`src/rtl/ebs_pkg.sv`:
```
// shared constants and types for the edge clamped box smoother
package ebs_pkg;
  localparam int MAX_RADIUS = 15;
  localparam int WDEPTH     = 2 * MAX_RADIUS + 1;
  localparam int IDX_W      = $clog2(WDEPTH);
  localparam int RAD_W      = $clog2(MAX_RADIUS + 1);
  localparam int SUM_W      = 21;
  localparam int COORD_W    = 16;
  localparam int POINT_W    = 2 * COORD_W;
  localparam int DIV_W      = $clog2(WDEPTH + 1);
  localparam int CFG_IDX_W  = 1;
  localparam int CFG_DATA_W = 4;

  localparam logic [CFG_IDX_W-1:0] REG_RADIUS = 1'd0;
  localparam logic [CFG_IDX_W-1:0] REG_AXIS   = 1'd1;

  typedef logic [POINT_W-1:0] point_t;
endpackage

```
`src/rtl/ebs_cell.sv`:
```
// one cell of the point shift chain
module ebs_cell (
  input  logic           clk_i,
  input  logic           shift_i,
  input  ebs_pkg::point_t pt_i,
  output ebs_pkg::point_t pt_o
);
  import ebs_pkg::*;

  point_t pt_q;

  always_ff @(posedge clk_i) begin
    if (shift_i) begin
      pt_q <= pt_i;
    end
  end

  assign pt_o = pt_q;
endmodule

```
`src/rtl/ebs_div.sv`:
```
// iterative signed divider, one quotient bit per cycle, truncating toward zero
module ebs_div (
  input  logic                             clk_i,
  input  logic                             rst_ni,
  input  logic                             start_i,
  input  logic signed [ebs_pkg::SUM_W-1:0] dividend_i,
  input  logic [ebs_pkg::DIV_W-1:0]        divisor_i,
  output logic                             done_o,
  output logic signed [ebs_pkg::COORD_W-1:0] quot_o
);
  import ebs_pkg::*;

  localparam int CNT_W = $clog2(SUM_W + 1);

  logic [SUM_W-1:0] mag_q;
  logic [DIV_W:0]   rem_q;
  logic [DIV_W-1:0] dvs_q;
  logic             neg_q;
  logic [CNT_W-1:0] cnt_q;
  logic             done_q;
  logic [DIV_W:0]   rem_sh;
  logic             fits;
  logic [SUM_W-1:0] neg_mag;

  assign rem_sh  = {rem_q[DIV_W-1:0], mag_q[SUM_W-1]};
  assign fits    = rem_sh >= {1'b0, dvs_q};
  assign neg_mag = SUM_W'(0) - mag_q;

  always_ff @(posedge clk_i or negedge rst_ni) begin
    if (!rst_ni) begin
      cnt_q  <= '0;
      done_q <= 1'b0;
    end else begin
      done_q <= 1'b0;
      if (start_i) begin
        cnt_q <= CNT_W'(SUM_W);
      end else if (cnt_q != '0) begin
        cnt_q <= cnt_q - CNT_W'(1);
        if (cnt_q == CNT_W'(1)) begin
          done_q <= 1'b1;
        end
      end
    end
  end

  always_ff @(posedge clk_i) begin
    if (start_i) begin
      neg_q <= dividend_i[SUM_W-1];
      mag_q <= dividend_i[SUM_W-1] ? SUM_W'(0) - SUM_W'(dividend_i) : SUM_W'(dividend_i);
      rem_q <= '0;
      dvs_q <= divisor_i;
    end else if (cnt_q != '0) begin
      rem_q <= fits ? rem_sh - {1'b0, dvs_q} : rem_sh;
      mag_q <= {mag_q[SUM_W-2:0], fits};
    end
  end

  assign done_o = done_q;
  assign quot_o = neg_q ? COORD_W'(neg_mag) : COORD_W'(mag_q);

`ifndef SYNTHESIS
  a_start_idle: assert property (@(posedge clk_i) disable iff (!rst_ni)
    start_i |-> cnt_q == '0) else $error("divider restarted while busy");
  a_done_after_last: assert property (@(posedge clk_i) disable iff (!rst_ni)
    done_q |-> $past(cnt_q) == CNT_W'(1)) else $error("divider done out of step");
  a_no_start_done: assert property (@(posedge clk_i) disable iff (!rst_ni)
    start_i |=> !done_q) else $error("divider done right after start");
`endif
endmodule

```
`src/rtl/edge_clamped_box_smoother_core.sv`:
```
// edge clamped box smoother top level: cell chain, sum sequencer, divider, output register
//  channel  | handshake                    | payload
//  s_axis   | s_axis_tvalid/s_axis_tready  | tdata {y,x}, tlast last_point
//  m_axis   | m_axis_tvalid/m_axis_tready  | tdata {y,x}, tlast last_result
//  cfg      | cfg_we_i                     | cfg_idx_i, cfg_data_i
// each result sums the 2r+1 window points over the cell chain read port, reads the
// center point, runs the bit-serial divider and loads the output register; the core
// is ready for the next item once the output register has been loaded;
// a last item releases all pending results back to back in that way.
// an item is taken only while no result is being computed; the output register lets
// one finished result wait for m_axis_tready. reset clears control state only.
module edge_clamped_box_smoother_core (
  input  logic                           clk_i,
  input  logic                           rst_ni,
  input  logic                           s_axis_tvalid,
  output logic                           s_axis_tready,
  input  logic [ebs_pkg::POINT_W-1:0]    s_axis_tdata,   // point_x, point_y
  input  logic                           s_axis_tlast,
  output logic                           m_axis_tvalid,
  input  logic                           m_axis_tready,
  output logic [ebs_pkg::POINT_W-1:0]    m_axis_tdata,   // smoothed_x, smoothed_y
  output logic                           m_axis_tlast,
  input  logic                           cfg_we_i,
  input  logic [ebs_pkg::CFG_IDX_W-1:0]  cfg_idx_i,
  input  logic [ebs_pkg::CFG_DATA_W-1:0] cfg_data_i
);
  import ebs_pkg::*;

  typedef enum logic [2:0] {S_IDLE, S_SUM, S_CTR, S_DIV, S_OUT} state_e;

  state_e           state_q;
  logic [RAD_W-1:0] cfg_rad_q, run_rad_q, d_q, nidx_q;
  logic             cfg_axis_q, run_axis_q, in_run_q, flush_q;
  logic [IDX_W-1:0] seen_q, k_q;
  logic signed [SUM_W-1:0] acc_q;
  point_t           ctr_q;
  logic             out_valid_q, out_last_q;
  point_t           out_pt_q;

  point_t           chain [WDEPTH];
  logic             accept;
  logic [RAD_W-1:0] rad_eff;
  logic [IDX_W-1:0] seen_new;
  logic signed [IDX_W+1:0] back;
  logic [IDX_W-1:0] hi_lim, sel_idx, rd_idx;
  point_t           rd_pt;
  logic signed [COORD_W-1:0] sample, avg;
  logic             div_start, div_done, out_load;
  point_t           result;

  assign accept        = s_axis_tvalid && s_axis_tready;
  assign s_axis_tready = state_q == S_IDLE;

  // shift chain: cell 0 holds the newest point
  for (genvar g = 0; g < WDEPTH; g++) begin : g_cell
    if (g == 0) begin : g_head
      ebs_cell u_cell (.clk_i, .shift_i(accept), .pt_i(s_axis_tdata), .pt_o(chain[g]));
    end else begin : g_body
      ebs_cell u_cell (.clk_i, .shift_i(accept), .pt_i(chain[g-1]), .pt_o(chain[g]));
    end
  end

  assign rad_eff  = in_run_q ? run_rad_q : cfg_rad_q;
  assign seen_new = (in_run_q ? seen_q : IDX_W'(0)) + IDX_W'(1);

  // window tap distance behind the newest point, clamped to newest and to run start
  assign back    = (IDX_W+2)'(d_q) + (IDX_W+2)'(run_rad_q) - (IDX_W+2)'(k_q);
  assign hi_lim  = IDX_W'(d_q) + IDX_W'(nidx_q);
  always_comb begin
    if (back < 0) begin
      sel_idx = '0;
    end else if (back > (IDX_W+2)'(hi_lim)) begin
      sel_idx = hi_lim;
    end else begin
      sel_idx = back[IDX_W-1:0];
    end
  end
  assign rd_idx = (state_q == S_CTR) ? IDX_W'(d_q) : sel_idx;
  assign rd_pt  = chain[rd_idx];
  assign sample = run_axis_q ? rd_pt[POINT_W-1:COORD_W] : rd_pt[COORD_W-1:0];

  assign div_start = state_q == S_CTR;

  ebs_div u_div (
    .clk_i, .rst_ni,
    .start_i(div_start),
    .dividend_i(acc_q),
    .divisor_i(DIV_W'({run_rad_q, 1'b1})),
    .done_o(div_done),
    .quot_o(avg)
  );

  assign result   = run_axis_q ? {avg, ctr_q[COORD_W-1:0]} : {ctr_q[POINT_W-1:COORD_W], avg};
  assign out_load = state_q == S_OUT && (!out_valid_q || m_axis_tready);

  always_ff @(posedge clk_i or negedge rst_ni) begin
    if (!rst_ni) begin
      state_q     <= S_IDLE;
      cfg_rad_q   <= '0;
      cfg_axis_q  <= 1'b0;
      run_rad_q   <= '0;
      run_axis_q  <= 1'b0;
      in_run_q    <= 1'b0;
      flush_q     <= 1'b0;
      seen_q      <= '0;
      nidx_q      <= '0;
      d_q         <= '0;
      k_q         <= '0;
      out_valid_q <= 1'b0;
      out_last_q  <= 1'b0;
    end else begin
      if (cfg_we_i) begin
        unique case (cfg_idx_i)
          REG_RADIUS: cfg_rad_q  <= RAD_W'(cfg_data_i);
          REG_AXIS:   cfg_axis_q <= cfg_data_i[0];
          default: ;
        endcase
      end
      if (out_load) begin
        out_valid_q <= 1'b1;
      end else if (m_axis_tready) begin
        out_valid_q <= 1'b0;
      end
      unique case (state_q)
        S_IDLE: begin
          if (accept) begin
            if (!in_run_q) begin
              run_rad_q  <= cfg_rad_q;
              run_axis_q <= cfg_axis_q;
              nidx_q     <= '0;
              in_run_q   <= 1'b1;
            end
            k_q <= '0;
            if (s_axis_tlast) begin
              flush_q <= 1'b1;
              d_q     <= RAD_W'(seen_new - IDX_W'(1));
              state_q <= S_SUM;
            end else if (seen_new > IDX_W'(rad_eff)) begin
              flush_q <= 1'b0;
              d_q     <= rad_eff;
              seen_q  <= IDX_W'(rad_eff);
              state_q <= S_SUM;
            end else begin
              seen_q <= seen_new;
            end
          end
        end
        S_SUM: begin
          k_q <= k_q + IDX_W'(1);
          if (k_q == IDX_W'({run_rad_q, 1'b0})) begin
            state_q <= S_CTR;
          end
        end
        S_CTR: state_q <= S_DIV;
        S_DIV: begin
          if (div_done) begin
            state_q <= S_OUT;
          end
        end
        S_OUT: begin
          if (out_load) begin
            out_last_q  <= flush_q && d_q == '0;
            k_q         <= '0;
            if (flush_q && d_q != '0) begin
              d_q     <= d_q - RAD_W'(1);
              state_q <= S_SUM;
              if (nidx_q != RAD_W'(MAX_RADIUS)) begin
                nidx_q <= nidx_q + RAD_W'(1);
              end
            end else begin
              state_q <= S_IDLE;
              if (flush_q) begin
                in_run_q <= 1'b0;
                seen_q   <= '0;
                nidx_q   <= '0;
              end else if (nidx_q != RAD_W'(MAX_RADIUS)) begin
                nidx_q <= nidx_q + RAD_W'(1);
              end
            end
          end
        end
        default: state_q <= S_IDLE;
      endcase
    end
  end

  // payload registers
  always_ff @(posedge clk_i) begin
    if (state_q == S_SUM) begin
      acc_q <= (k_q == '0 ? SUM_W'(0) : acc_q) + SUM_W'(sample);
    end
    if (state_q == S_CTR) begin
      ctr_q <= rd_pt;
    end
    if (out_load) begin
      out_pt_q <= result;
    end
  end

  assign m_axis_tvalid = out_valid_q;
  assign m_axis_tdata  = out_pt_q;
  assign m_axis_tlast  = out_last_q;

`ifndef SYNTHESIS
  a_seen_bound: assert property (@(posedge clk_i) disable iff (!rst_ni)
    in_run_q |-> seen_q <= IDX_W'(run_rad_q)) else $error("pending count above radius");
  a_done_in_div: assert property (@(posedge clk_i) disable iff (!rst_ni)
    div_done |-> state_q == S_DIV) else $error("divider done outside divide state");
  a_load_free: assert property (@(posedge clk_i) disable iff (!rst_ni)
    out_load |-> !m_axis_tvalid || m_axis_tready) else $error("output overwritten");
`endif
endmodule
```
`config.mk`:
```
export PLATFORM = sky130hd
export DESIGN_NAME = edge_clamped_box_smoother_core
export DESIGN_NICKNAME = d
export VERILOG_FILES = /design/src/rtl/ebs_pkg.sv /design/src/rtl/ebs_cell.sv /design/src/rtl/ebs_div.sv /design/src/rtl/edge_clamped_box_smoother_core.sv
export SDC_FILE = /design/constraint.sdc
export NUM_CORES = 2
export LEC_CHECK = 0
export ABC_AREA = 1
export BUFFER_PORTS_ARGS = -buffer_cell sky130_fd_sc_hd__buf_2
export CAP_MARGIN = 20
export CORE_AREA = 5 5 350 215
export CTS_BUF_LIST = sky130_fd_sc_hd__clkbuf_8
export DETAILED_ROUTE_END_ITERATION = 16
export DIE_AREA = 0 0 355 220
export PLACE_DENSITY = 0.86
export RECOVER_POWER = 100
export SLEW_MARGIN = 10
export SYNTH_ARGS = -nofsm -noshare
export SYNTH_HDL_FRONTEND = slang
export SYNTH_SLANG_ARGS = --single-unit
```
`constraint.sdc`:
```
create_clock -name clk_i -period 82.7 [get_ports clk_i]
set_input_delay 8.27 -clock clk_i [delete_from_list [all_inputs] [get_ports clk_i]]
set_output_delay 8.27 -clock clk_i [all_outputs]
set_load 0.01 [all_outputs]
```
### After elaboration in Yosys (flattened, before gate mapping)

Cells that the tools add are included.

* bits in registers: 1149
* memory bits (read-only): 0
* memories: 0
* input port bits: 43
* bits in latches: 0
* word-level logic and storage cells: 180
* output and inout port bits: 35
* RAM bits: 0

* shift operators: 0
* $mul: 0
* eq/ne operators: 17
* div/mod/pow operators: 0
* reduce and logical (&&, ||, !) cells: 28
* add/subtract/negate cells: 13
* bitwise logic cells: 3
* magnitude comparators: 5
* muxes and demuxes: 61

Operators by type and width (number)
* 32-bit binary-select mux with 5-bit select: 1
* 32-bit two-way mux: 3
* 21-bit two-way mux: 4
* 5-bit two-way mux: 15
* 4-bit two-way mux: 12
* 16-bit two-way mux: 2
* 21-bit by 16-bit adder with 21-bit output: 1
* 1-bit by 21-bit subtractor with 21-bit output, first input constant: 1
* 3-bit two-way mux: 6
* 4-bit case mux with 2 select lines: 2
* 1-bit by 16-bit subtractor with 16-bit output, first input constant: 1
* 3-bit case mux with 5 select lines: 1
* 5-bit case mux with 3 select lines: 1
* 5-bit AND reduction: 3
* 1-bit two-way mux: 12
* 2-bit != test, second input constant: 6
* 4-bit by 4-bit adder with 5-bit output: 2
* 5-bit by 1-bit adder with 5-bit output, second input constant: 2
* 5-bit case mux with 2 select lines: 1
* 3-bit AND reduction: 3
* 2-bit AND reduction: 4
* 2-bit nonzero test: 4
* 4-bit by 1-bit subtractor with 4-bit output, second input constant: 2
* 7-bit by 5-bit > comparator with 1-bit output: 1
* 30 further kinds: 37

### Depth between registers and ports, before layout

* depth in word-level cells: 12
* gate-level depth with buffers: 43
* depth with buffers taken out: 41

### Cells and area by module

Synthesis repeated with hierarchy kept, for this count alone.

* cells, all modules: 4096
* area total of the unflattened synthesis: 49212.2 µm²

Modules (own cells, without submodules)
* ebs_cell: area each 960.9 µm², cells each 32, times used 31, sequential area each 960.9 µm²
* edge_clamped_box_smoother_core: area each 16666.0 µm², cells each 2725, times used 1, sequential area each 3428.3 µm²
* ebs_div: area each 2757.6 µm², cells each 379, times used 1, sequential area each 1061.0 µm²

### Least setup slack after synthesis

No wires, ideal clock.

* path kind: input-to-reg
* start point: input port m_axis_tready
* end point: register seen_q[2]
* data arrival time: 57.180 ns
* path slack: 25.435 ns
* buffers on the path: 0
* library setup time: 0.085 ns
* required time: 82.615 ns
* cell stages on the path: 8
* cell sequence: nor2_1 > nand2_1 > o21ai_0 > nor2_1 > inv_1 > a21oi_1 > o21ai_0 > o21ai_0

* cells in the longest elaborated chain, start to end: 4

RTL lines
* start, declared: RTL line edge_clamped_box_smoother_core.sv:20 `input logic m_axis_tready,`
* 1-bit logical OR: RTL line edge_clamped_box_smoother_core.sv:94 `assign out_load = state_q == S_OUT && (!out_valid_q || m_axis_tready);`
* 1-bit logical AND: RTL line edge_clamped_box_smoother_core.sv:94
* 2-bit != test (no source line)
* 6-bit AND reduction (no source line)
* end signal, assigned: RTL line edge_clamped_box_smoother_core.sv:141 `seen_q <= IDX_W'(rad_eff);`
* end signal, assigned: RTL line edge_clamped_box_smoother_core.sv:144 `seen_q <= seen_new;`
* end, declared: RTL line edge_clamped_box_smoother_core.sv:34 `logic [IDX_W-1:0] seen_q, k_q;`

No other way between the ends.
A chain may end at the register's enable or synchronous reset.

==> impl_metrics.xml <==
<?xml version="1.0" encoding="UTF-8"?>
<metrics>
  <group name="run_status">
    <metric name="status" unit="">finished, violations left</metric>
    <metric name="failed_checks" unit="">max-capacitance violations, max-slew violations</metric>
  </group>
  <group name="place">
    <metric name="number_of_port_buffers" unit="">77</metric>
    <metric name="placement.cell_area" unit="um2">49770</metric>
    <metric name="gp_congestion" unit="">0.9086</metric>
    <metric name="dp_hpwl" unit="um">67270</metric>
  </group>
  <group name="worst_setup_path">
    <metric name="critical_path_arrival" unit="ps">27200</metric>
    <metric name="regToRegEndpoint" unit="">g_cell[15].g_body.u_cell.pt_o[22]$_DFFE_PP_</metric>
    <metric name="path_cells" unit="">buf_2 -&gt; nor2_1 -&gt; nand2_1 -&gt; o21ai_0 -&gt; nor2_1 -&gt; clkbuf_1 -&gt; clkbuf_1 -&gt; clkbuf_1</metric>
    <metric name="cp_data_required_time" unit="ps">82830</metric>
    <metric name="critical_path_buf_inv_count" unit="">4</metric>
    <metric name="highest_cell_delay_on_the_worst_timing_path" unit="ps">7520</metric>
    <metric name="critical_path.max_fanout" unit="">202</metric>
    <metric name="worst_r2r_path_depth" unit="">8</metric>
    <metric name="worst_setup_path_end_kind" unit="">register</metric>
    <metric name="setup.worst_path.class" unit="">input port to register</metric>
    <metric name="r2r_setup_slack" unit="ps">62440</metric>
    <metric name="crit-reg2reg-launch" unit="">state_q[2]$_DFFE_PN0P_</metric>
    <metric name="critPathSlowestCell" unit="">sky130_fd_sc_hd__clkbuf_1</metric>
    <metric name="cpLargestDelayFamily" unit="">buffers and inverters</metric>
    <metric name="critical_path.startpoint_type" unit="">input port</metric>
    <metric name="cell_repeated_most_along_the_worst_path" unit="">sky130_fd_sc_hd__clkbuf_1</metric>
  </group>
  <group name="die">
    <metric name="boundary_pin_count" unit="">78</metric>
    <metric name="dieHeight" unit="um">220</metric>
    <metric name="coreArea" unit="um2">72160</metric>
    <metric name="floorplan.die.width" unit="um">355</metric>
    <metric name="core.rowCount" unit="">77</metric>
    <metric name="die_area" unit="um2">78100</metric>
    <metric name="floorplan.initialDensity" unit="%">67.79</metric>
  </group>
  <group name="routing">
    <metric name="via_count" unit="">32101</metric>
    <metric name="first_pass_iters" unit="">6</metric>
    <metric name="route.detailed.drc" unit="">0</metric>
    <metric name="avgRoutedWirePerCell" unit="um">21.40</metric>
    <metric name="drt_iter0_drc" unit="">5380</metric>
    <metric name="drt.antenna.violating_nets" unit="">0</metric>
    <metric name="via_per_inst" unit="">6.242</metric>
    <metric name="finalWirelength" unit="um">110100</metric>
  </group>
  <group name="grt">
    <metric name="grt_pass1_wl" unit="um">170700</metric>
    <metric name="grt_antenna_before_repair" unit="">0</metric>
    <metric name="grtUsageTotal" unit="%">28.14</metric>
    <metric name="grt_remaining_overflow" unit="">0</metric>
    <metric name="number_of_global_route_vias_before_repair" unit="">30373</metric>
    <metric name="maximum_number_of_pins_on_one_net_before_global_route_repair" unit="">203</metric>
  </group>
  <group name="finish">
    <metric name="final_nets" unit="">4181</metric>
    <metric name="ratio_of_cells_with_drive_above_1_in_the_final_layout" unit="%">6.293</metric>
    <metric name="n_antenna_cell" unit="">0</metric>
    <metric name="final_area" unit="um2">52380</metric>
    <metric name="syn_to_final_growth" unit="%">7.088</metric>
    <metric name="filler_cell_count" unit="">4412</metric>
    <metric name="layout.cells.most_common" unit="">sky130_fd_sc_hd__edfxtp_1</metric>
    <metric name="seq_area" unit="um2">34250</metric>
    <metric name="final_cell_mix" unit="">sky130_fd_sc_hd__edfxtp_1 (1,103), sky130_fd_sc_hd__o21ai_0 (546), sky130_fd_sc_hd__inv_1 (491)</metric>
    <metric name="area_occupied_by_multi_input_gates" unit="um2">11920</metric>
  </group>
  <group name="synthesis">
    <metric name="synthesis.instances" unit="">4036</metric>
    <metric name="synth_area" unit="um2">48920</metric>
    <metric name="yosys_most_used_dff" unit="">sky130_fd_sc_hd__edfxtp_1</metric>
    <metric name="synth_nets" unit="">4140</metric>
    <metric name="syn-mean-instance-area" unit="um2">12.12</metric>
    <metric name="async_reset_ff_share" unit="%">3.568</metric>
    <metric name="synth.yosys.warnings" unit="">0</metric>
    <metric name="synth_edf_count" unit="">1103</metric>
    <metric name="netlist_top_cells_area" unit="">sky130_fd_sc_hd__edfxtp_1 (68%), sky130_fd_sc_hd__o21ai_0 (5.5%), sky130_fd_sc_hd__nand3_1 (4.0%)</metric>
    <metric name="synth.yosys.seq_area_share" unit="%">70.01</metric>
    <metric name="netlist-cell-type-count" unit="">50</metric>
    <metric name="ys_ff_latch" unit="">1149</metric>
    <metric name="synth.largest_area_cell" unit="">sky130_fd_sc_hd__edfxtp_1</metric>
    <metric name="yosys.area.top_type_share" unit="%">67.71</metric>
  </group>
  <group name="sta">
    <metric name="number_of_endpoints_with_negative_hold_slack_in_the_final_report" unit="">0</metric>
    <metric name="timing.setup.tns" unit="ps">0</metric>
    <metric name="pins_over_their_slew_limit" unit="">1371</metric>
    <metric name="slew_headroom" unit="%">-589.0</metric>
    <metric name="maxClockFrequency" unit="MHz">36.95</metric>
    <metric name="rsz0062_at_grt" unit="">no</metric>
    <metric name="finalHoldWorstSlack" unit="ps">426.6</metric>
    <metric name="period_share" unit="%">32.73</metric>
    <metric name="finalWorstPathRequiredPeriod" unit="ps">27070</metric>
    <metric name="clock-skew-final" unit="ps">35.96</metric>
    <metric name="tightest_slew" unit="ps">10330</metric>
    <metric name="setup_violations" unit="">0</metric>
  </group>
  <group name="clocking">
    <metric name="cts_post_setup_buffers_inserted" unit="">0</metric>
    <metric name="clock_insertion_delay_worst_skew" unit="ps">780</metric>
    <metric name="cts_root_buf" unit="">sky130_fd_sc_hd__clkbuf_8</metric>
    <metric name="cts_inserted_buffers" unit="">156</metric>
    <metric name="clock_sinks" unit="">1149</metric>
    <metric name="postCtsResizedCells" unit="">0</metric>
    <metric name="cts_buffer_depth" unit="">3</metric>
    <metric name="clock_tree_from_tritoncts" unit="">built</metric>
    <metric name="ctsHtreeMaxLevel" unit="">4</metric>
    <metric name="holdBufCountCts" unit="">0</metric>
    <metric name="cts.clk_slew.worst_paths" unit="ps">70</metric>
  </group>
  <group name="flow_run">
    <metric name="max_cap_violations" unit="">18</metric>
  </group>
  <group name="min_path">
    <metric name="min_path_cells" unit="">0</metric>
    <metric name="whs_endpoint" unit="">g_cell[24].g_body.u_cell.pt_o[20]$_DFFE_PP_</metric>
    <metric name="worst_hold_startpoint" unit="">g_cell[23].g_body.u_cell.pt_o[20]$_DFFE_PP_</metric>
    <metric name="hold_path_class" unit="">register to register</metric>
  </group>
</metrics>
-- per-layer routing --
layer | up-vias | track usage [%] | part of all wire, % | wire, um
met5 | - | 0 | 0 | 0
met4 | 0 | 8.015 | 2.4 | 2661
met3 | 219 | 9.854 | 15 | 16140
met2 | 2008 | 38.33 | 41 | 45640
met1 | 15261 | 43.37 | 41 | 45600
li1 | 14613 | - | - | -
-- final cells by class --
type,instances,share of cell area [%]
Sequential cell,1149,65.38
Clock inverter,113,0.9984
Inverter,433,3.119
Clock buffer,163,4.283
Timing Repair Buffer,118,1.194
Tap cell,948,2.264
Multi-Input combinational cell,2219,22.76
-- synth_stat cells (all sizes together) (4+ instances only) --
master / n
dfrtp: 41
a31oi: 5
and2: 33
nand3: 390
o22ai: 9
xor2: 47
ha: 54
fa: 7
buf: 162
nand3b: 16
clkbuf: 73
a21oi: 254
nor2: 272
or2: 4
inv: 431
nor3: 17
edfxtp: 1103
o21ai: 584
nand2: 282
dfxtp: 5
o31ai: 5
nand4: 6
o211ai: 201
xnor2: 17
-- worst max-delay path by stage --
stage,startpoint,end,slack [ps],cells after the start
after floorplan,m_axis_tready,seen_q[2]$_DFFE_PN0P_,25440,8
after global placement,m_axis_tready,g_cell[29].g_body.u_cell.pt_o[0]$_DFFE_PP_,69740,9
after detailed placement,m_axis_tready,g_cell[29].g_body.u_cell.pt_o[4]$_DFFE_PP_,69610,9
after CTS,m_axis_tready,g_cell[30].g_body.u_cell.pt_o[1]$_DFFE_PP_,70420,9
after global routing,m_axis_tready,g_cell[15].g_body.u_cell.pt_o[7]$_DFFE_PP_,54430,8
final,m_axis_tready,g_cell[15].g_body.u_cell.pt_o[22]$_DFFE_PP_,55630,8
-- cells by family (layout without fill, tap and decap cells) --
group                    after synthesis  after routing  synth area share [%]
AO/OA/AOI/OAI                       1070           1070                 12.18
XOR/XNOR                              64             64                 1.146
adder cells (fa/ha/maj)               61             61                 1.668
buffers and inverters                668            827                 5.619
flip-flops                          1149           1149                 70.01
multiplexers                           3              3               0.06906
AND/OR/NAND/NOR                     1021           1021                 9.305
-- stage by stage --
stage	utilization (%)	setup WS, ps	cells
after floorplan	-	25440	4036
after global placement	68.97	69740	4865
after detailed placement	68.97	69610	4865
after CTS	72.81	70420	5141
after global routing	72.59	54430	5143
final	72.59	55630	5143
-- worst reg2reg max path: cells and delay by family (launching register included) --
kind                   cells  cell delay (ps)
AOI/OAI and AO/OA          1              180
buffers and inverters      4            17440
DFF                        1              430
and+or+nand+nor            3             1380
-- sequential cells by signal, summed over array words and instances (netlist names), 5 cells and up --
register and cells:
u_div.mag_q 21, g_cell.g_head.u_cell.pt_o 32, k_q 5, seen_q 5, acc_q 21, m_axis_tdata 32, g_cell.g_body.u_cell.pt_o 960, ctr_q 32
u_div.cnt_q 5, u_div.rem_q 5
Power is not shown: default switching activity piles up to over one toggle a cycle in this logic, so the estimate is an artifact.
